$ cat src/rtl/lisr_pkg.sv
// Package for the linear interpolation stereo resampler.
// Holds default sizes, field widths, register indexes and the sequencer state type.
// No dependencies.
package lisr_pkg;

  localparam int RING_SAMPLES_DEF   = 65536;
  localparam int MAX_FRAMES_DEF     = 64;
  localparam int MAX_SEEK_UNITS_DEF = 8;

  localparam int SAMPLE_W  = 16;
  localparam int FIDX_W    = 15;
  localparam int POS_IN_W  = 32;
  localparam int COUNT_W   = 7;
  localparam int REG_W     = 24;
  localparam int FRAC_W    = 16;
  // Clamped tempo magnitude stays below 2^23 for any seek limit up to 127.
  localparam int TMAG_W    = 23;
  // Shared multiplier operand width, signed.
  localparam int MUL_W     = 25;
  // Interpolation product: 16-bit fraction times 17-bit difference.
  localparam int PROD_W    = 33;
  localparam int IN_DATA_W = 88;
  localparam int OUT_DATA_W = 32;
  localparam int CFG_IDX_W = 1;

  localparam logic [CFG_IDX_W-1:0] CFG_TEMPO     = 1'd0;
  localparam logic [CFG_IDX_W-1:0] CFG_BASE_RATE = 1'd1;

  localparam logic OP_WRITE  = 1'b0;
  localparam logic OP_RENDER = 1'b1;

  typedef enum logic [10:0] {
    S_IDLE   = 11'b00000000001,
    S_RIDX   = 11'b00000000010,
    S_RSTART = 11'b00000000100,
    S_MSTEP  = 11'b00000001000,
    S_RSTEP  = 11'b00000010000,
    S_NEG    = 11'b00000100000,
    S_RD     = 11'b00001000000,
    S_ML     = 11'b00010000000,
    S_MR     = 11'b00100000000,
    S_OUT    = 11'b01000000000,
    S_WRAP   = 11'b10000000000
  } state_t;

endpackage

$ cat src/rtl/lisr_alu.sv
// Shared arithmetic unit of the resampler: one signed multiplier and one
// compare-subtract. Depends on lisr_pkg.
module lisr_alu
  import lisr_pkg::*;
#(
  parameter int W = 34
) (
  input  logic signed [MUL_W-1:0]   mul_a,
  input  logic signed [MUL_W-1:0]   mul_b,
  output logic signed [2*MUL_W-1:0] mul_p,
  input  logic [W-1:0]              sub_a,
  input  logic [W-1:0]              sub_b,
  output logic [W-1:0]              sub_d,
  output logic                      sub_ge
);

  assign mul_p  = mul_a * mul_b;
  assign sub_ge = (sub_a >= sub_b);
  assign sub_d  = sub_a - sub_b;

endmodule

$ cat config.mk
export PLATFORM = sky130hd
export DESIGN_NAME = lisr_alu
export DESIGN_NICKNAME = d
export VERILOG_FILES = /design/src/rtl/lisr_pkg.sv /design/src/rtl/lisr_alu.sv
export SDC_FILE = /design/constraint.sdc
export NUM_CORES = 2
export LEC_CHECK = 0
export ABC_CLOCK_PERIOD_IN_PS = 23700
export BUFFER_PORTS_ARGS = -buffer_cell sky130_fd_sc_hd__buf_2
export CORE_ASPECT_RATIO = 0.7
export CORE_MARGIN = 1.5
export CORE_UTILIZATION = 65
export DETAILED_ROUTE_END_ITERATION = 8
export PLACE_DENSITY = 0.95
export SYNTH_ARGS = -nofsm -noshare
export SYNTH_HDL_FRONTEND = slang
export SYNTH_SLANG_ARGS = --single-unit
$ cat constraint.sdc
create_clock -name vclk -period 23.7
set_input_delay 4.74 -clock vclk [all_inputs]
set_output_delay 4.74 -clock vclk [all_outputs]
set_load 0.005 [all_outputs]
# [Word-level counts from Yosys, hierarchy flattened]
# Index checks and enable logic that the tools add are counted.
[totals] latchBits=0 n_memories=0 ff_bits=0 inputBits=118 rom_bits=0 output_inout_bits=85 mem_bits_rw=0
[op_classes] bitwise=0 n_mux=0 div_mod_pow=0 shift=0 n_mul=1 n_reduce_logical=0 order_cmp=1 n_eq_ne=0 add_sub_neg=1
[ops] cell="25-bit by 25-bit multiplier with 50-bit output" n=1
[ops] cell="34-bit >= comparator" n=1
[ops] cell="34-bit subtractor" n=1

# [Depth between registers and ports, before layout]
[logic_depth] ltp_word=1 ltp_mapped=26 ltp_nobuf=25

# [Worst setup path after synthesis]
# OpenSTA, ideal clock, no wires.
[synth_timing] kind="in2out" start="in mul_b[4]" end="out mul_p[40]" arrival_ns=10.886 n_path_buf=1 cell_stages=24 slack_ns=8.074 path_cell_list="clkbuf_1 > nand2_1 > fa_1 > inv_1 > fa_1 > inv_1 > fa_1 > inv_1 > fa_1 > inv_1 > fa_1 > inv_1 > fa_1 > fa_1 > ha_1 > a2111oi_1 > o21ai_1 > a22oi_1 > o211ai_2 > a41oi_2 > o311ai_4 > a31o_1 > a21oi_2 > xnor2_1"
[synth_between] elab_chain_len=1
[synth_rtl] element="from (decl)" line_no="lisr_alu.sv:9" text="input logic signed [MUL_W-1:0] mul_b,"
[synth_rtl] element="25-bit by 25-bit multiplier with 50-bit output" line_no="lisr_alu.sv:17" text="assign mul_p = mul_a * mul_b;"
[synth_rtl] element="to (decl)" line_no="lisr_alu.sv:10" text="output logic signed [2*MUL_W-1:0] mul_p,"
# Every way passes these cells.

# [Worst setup path in the final report]
[layout_timing] start="in mul_b[4]" end="out mul_p[44]"
# The elaborated chain is that of the path after synthesis.

==> impl_metrics.tcl <==
set metrics [dict create \
    ant_nets 0 \
    top_usage_layer "met2" \
    totalWireLength_um 69500 \
    hold_buffers 0 \
    port_buffers 203 \
    synth_top_area_share_pct 53.5 \
    syn_area_per_cell_um2 8.95 \
    area_delta_synth_final_pct 5.00 \
    finalNetCount 3809 \
    synthSimpleGateAreaFrac_pct 16.2 \
    arrival_ns 12.50 \
    yosys-top-cells-area "fa_1, inv_1, ha_1" \
    regArea_um2 0 \
    dp_hpwl_um 57000 \
    max_freq_mhz 58.0 \
    grtUsageTotal_pct 37.2 \
    vias 19800 \
    hp-class "in -> out" \
    fill_cells 2550 \
    status "complete, no violations" \
    max_stage_delay_ns 0.79 \
    synth_cell_types 70 \
    setup_viol 0 \
    synth_seq_area_share_pct 0 \
    grt_overflow_total 0 \
    worstPathRequired_ns 18.96 \
    seq_cells 0 \
    final_hold_viol_count 0 \
    end_kind "output port" \
    remaining_drc_errors 0 \
    gr-usage-met1_pct 48.5 \
    ys_warn_count 0 \
    start_util_pct 66.2 \
    crit_family "adder cells" \
    die-area_mm2 0.0392 \
    dr.pass1.iters 6 \
    grt_pass1_wl_um 115000 \
    worstPathMaxFanout 25 \
    worstMarginPinSlew_ns 1.02 \
    post_dp_cell_area_mm2 0.0259 \
    drv_cap 0 \
    grt_max_degree 26 \
    ctsResizeCount 0 \
    path_common_cell "fa_1" \
    maxSlewHeadroom_pct 31.5 \
    synth_cells 2758 \
    multi_input_area_mm2 0.0217 \
    grt_pass1_vias 22000 \
    drt_iter0_drc 1903 \
    path_buf_inv 7 \
    avgRoutedWirePerCell_um 20.8 \
    clockBufferCount 0 \
    cp-start-kind "input port" \
    synth_top_family_by_area "adder cells" \
    die_w_um 236 \
    layout_commonest_cell "inv_1" \
    finalCritPeriodShare_pct 72.7 \
    grt_use_met2_pct 57.9 \
    synth_compound_area_share_pct 6.22 \
    num_io_pins 203 \
    syn_nets 3710 \
    layout_common_cells "inv_1, fa_1, nand2_1" \
    fin_ws_ns 6.46 \
    design_area_mm2 0.0259 \
    fin_setup_tns_ns 0 \
    postCtsSetupBuffers 0 \
    use_met3_pct 14.5 \
    pre_cts_ws_ns 6.75 \
    synth_area_mm2 0.0247 \
    antenna_found_initial 4 \
    rows 59 \
    rsz0062_at_grt "false" \
    globalplace.congestion 1.03 \
    synth_top_area_cell "fa_1" \
    fin_crit_ns 17.24 \
    core_mm2 0.0373 \
    die_h_um 166 \
    synth_xor_area_share_pct 2.95 \
    drive_gt1_share_pct 7.67 \
    synthMuxAreaShare_pct 0.0406 \
    timing.final.max_slew_violations 0 \
    slowest_stage "a22oi_1" \
    viasPerCell 5.93 \
    crit_type "in -> out" \
    synthAdderAreaFrac_pct 62.3 \
]
per-stage QoR:
stage / std cells / utilization [%] / hold slack (ns)
floorplan: 2758 / - / 9.60
global placement: 3343 / 69.5 / 9.83
detailed placement: 3343 / 69.5 / 9.85
CTS: 3343 / 69.5 / 9.85
global route: 3346 / 69.5 / 9.87
finish: 3348 / 69.5 / 9.84
area by class of cell:
cell class | count | share of cell area, %
diodes | 5 | 0.0483
inverters | 697 | 10.1
well taps | 488 | 2.36
repair buffers | 203 | 3.92
multi-input cells | 1955 | 83.6
cells in the mapped netlist, drive strengths merged (2+ instances only):
library cell / number
inv: 696
fa: 659
nand2: 353
and2: 299
ha: 175
clkbuf: 104
a21oi: 71
nor2: 63
o21ai: 54
xnor2: 54
a21o: 35
xor2: 29
nand2b: 18
a211oi: 15
nor3: 15
nand3: 13
nand4: 9
o21bai: 9
nor2b: 8
or3: 7
a2111oi: 6
and3: 6
o21a: 6
a31oi: 5
o211ai: 4
o31ai: 4
a211o: 3
nand3b: 3
o311ai: 3
buf: 2
nor3b: 2
nor4b: 2
o211a: 2
o22a: 2
or4b: 2
path summary, 6_finish.rpt:
check,start,endpoint,slack [ns],depth (start not counted)
hold / removal,sub_b[0],sub_d[0],9.84,4
setup / recovery,mul_b[4],mul_p[44],6.46,25
tightest hold or removal path, stage by stage:
cell and delay [ns]:
buf_2 0.08, ha_1 0.13, inv_1 0.04, buf_2 0.11
routing by layer:
metal,vias to the layer above,wire [um]
met4,0,2560
met1,9874,24700
met2,1432,31600
met3,279,10700
li1,8263,-
met5,-,0
kinds of logic after synthesis:
| family | count (synthesis) |
|---|---|
| and+or+nand+nor | 806 |
| xor gates and xnor gates | 83 |
| adders and majority gates | 834 |
| AOI/OAI and AO/OA | 231 |
| buffers and inverters | 803 |
| muxes | 1 |
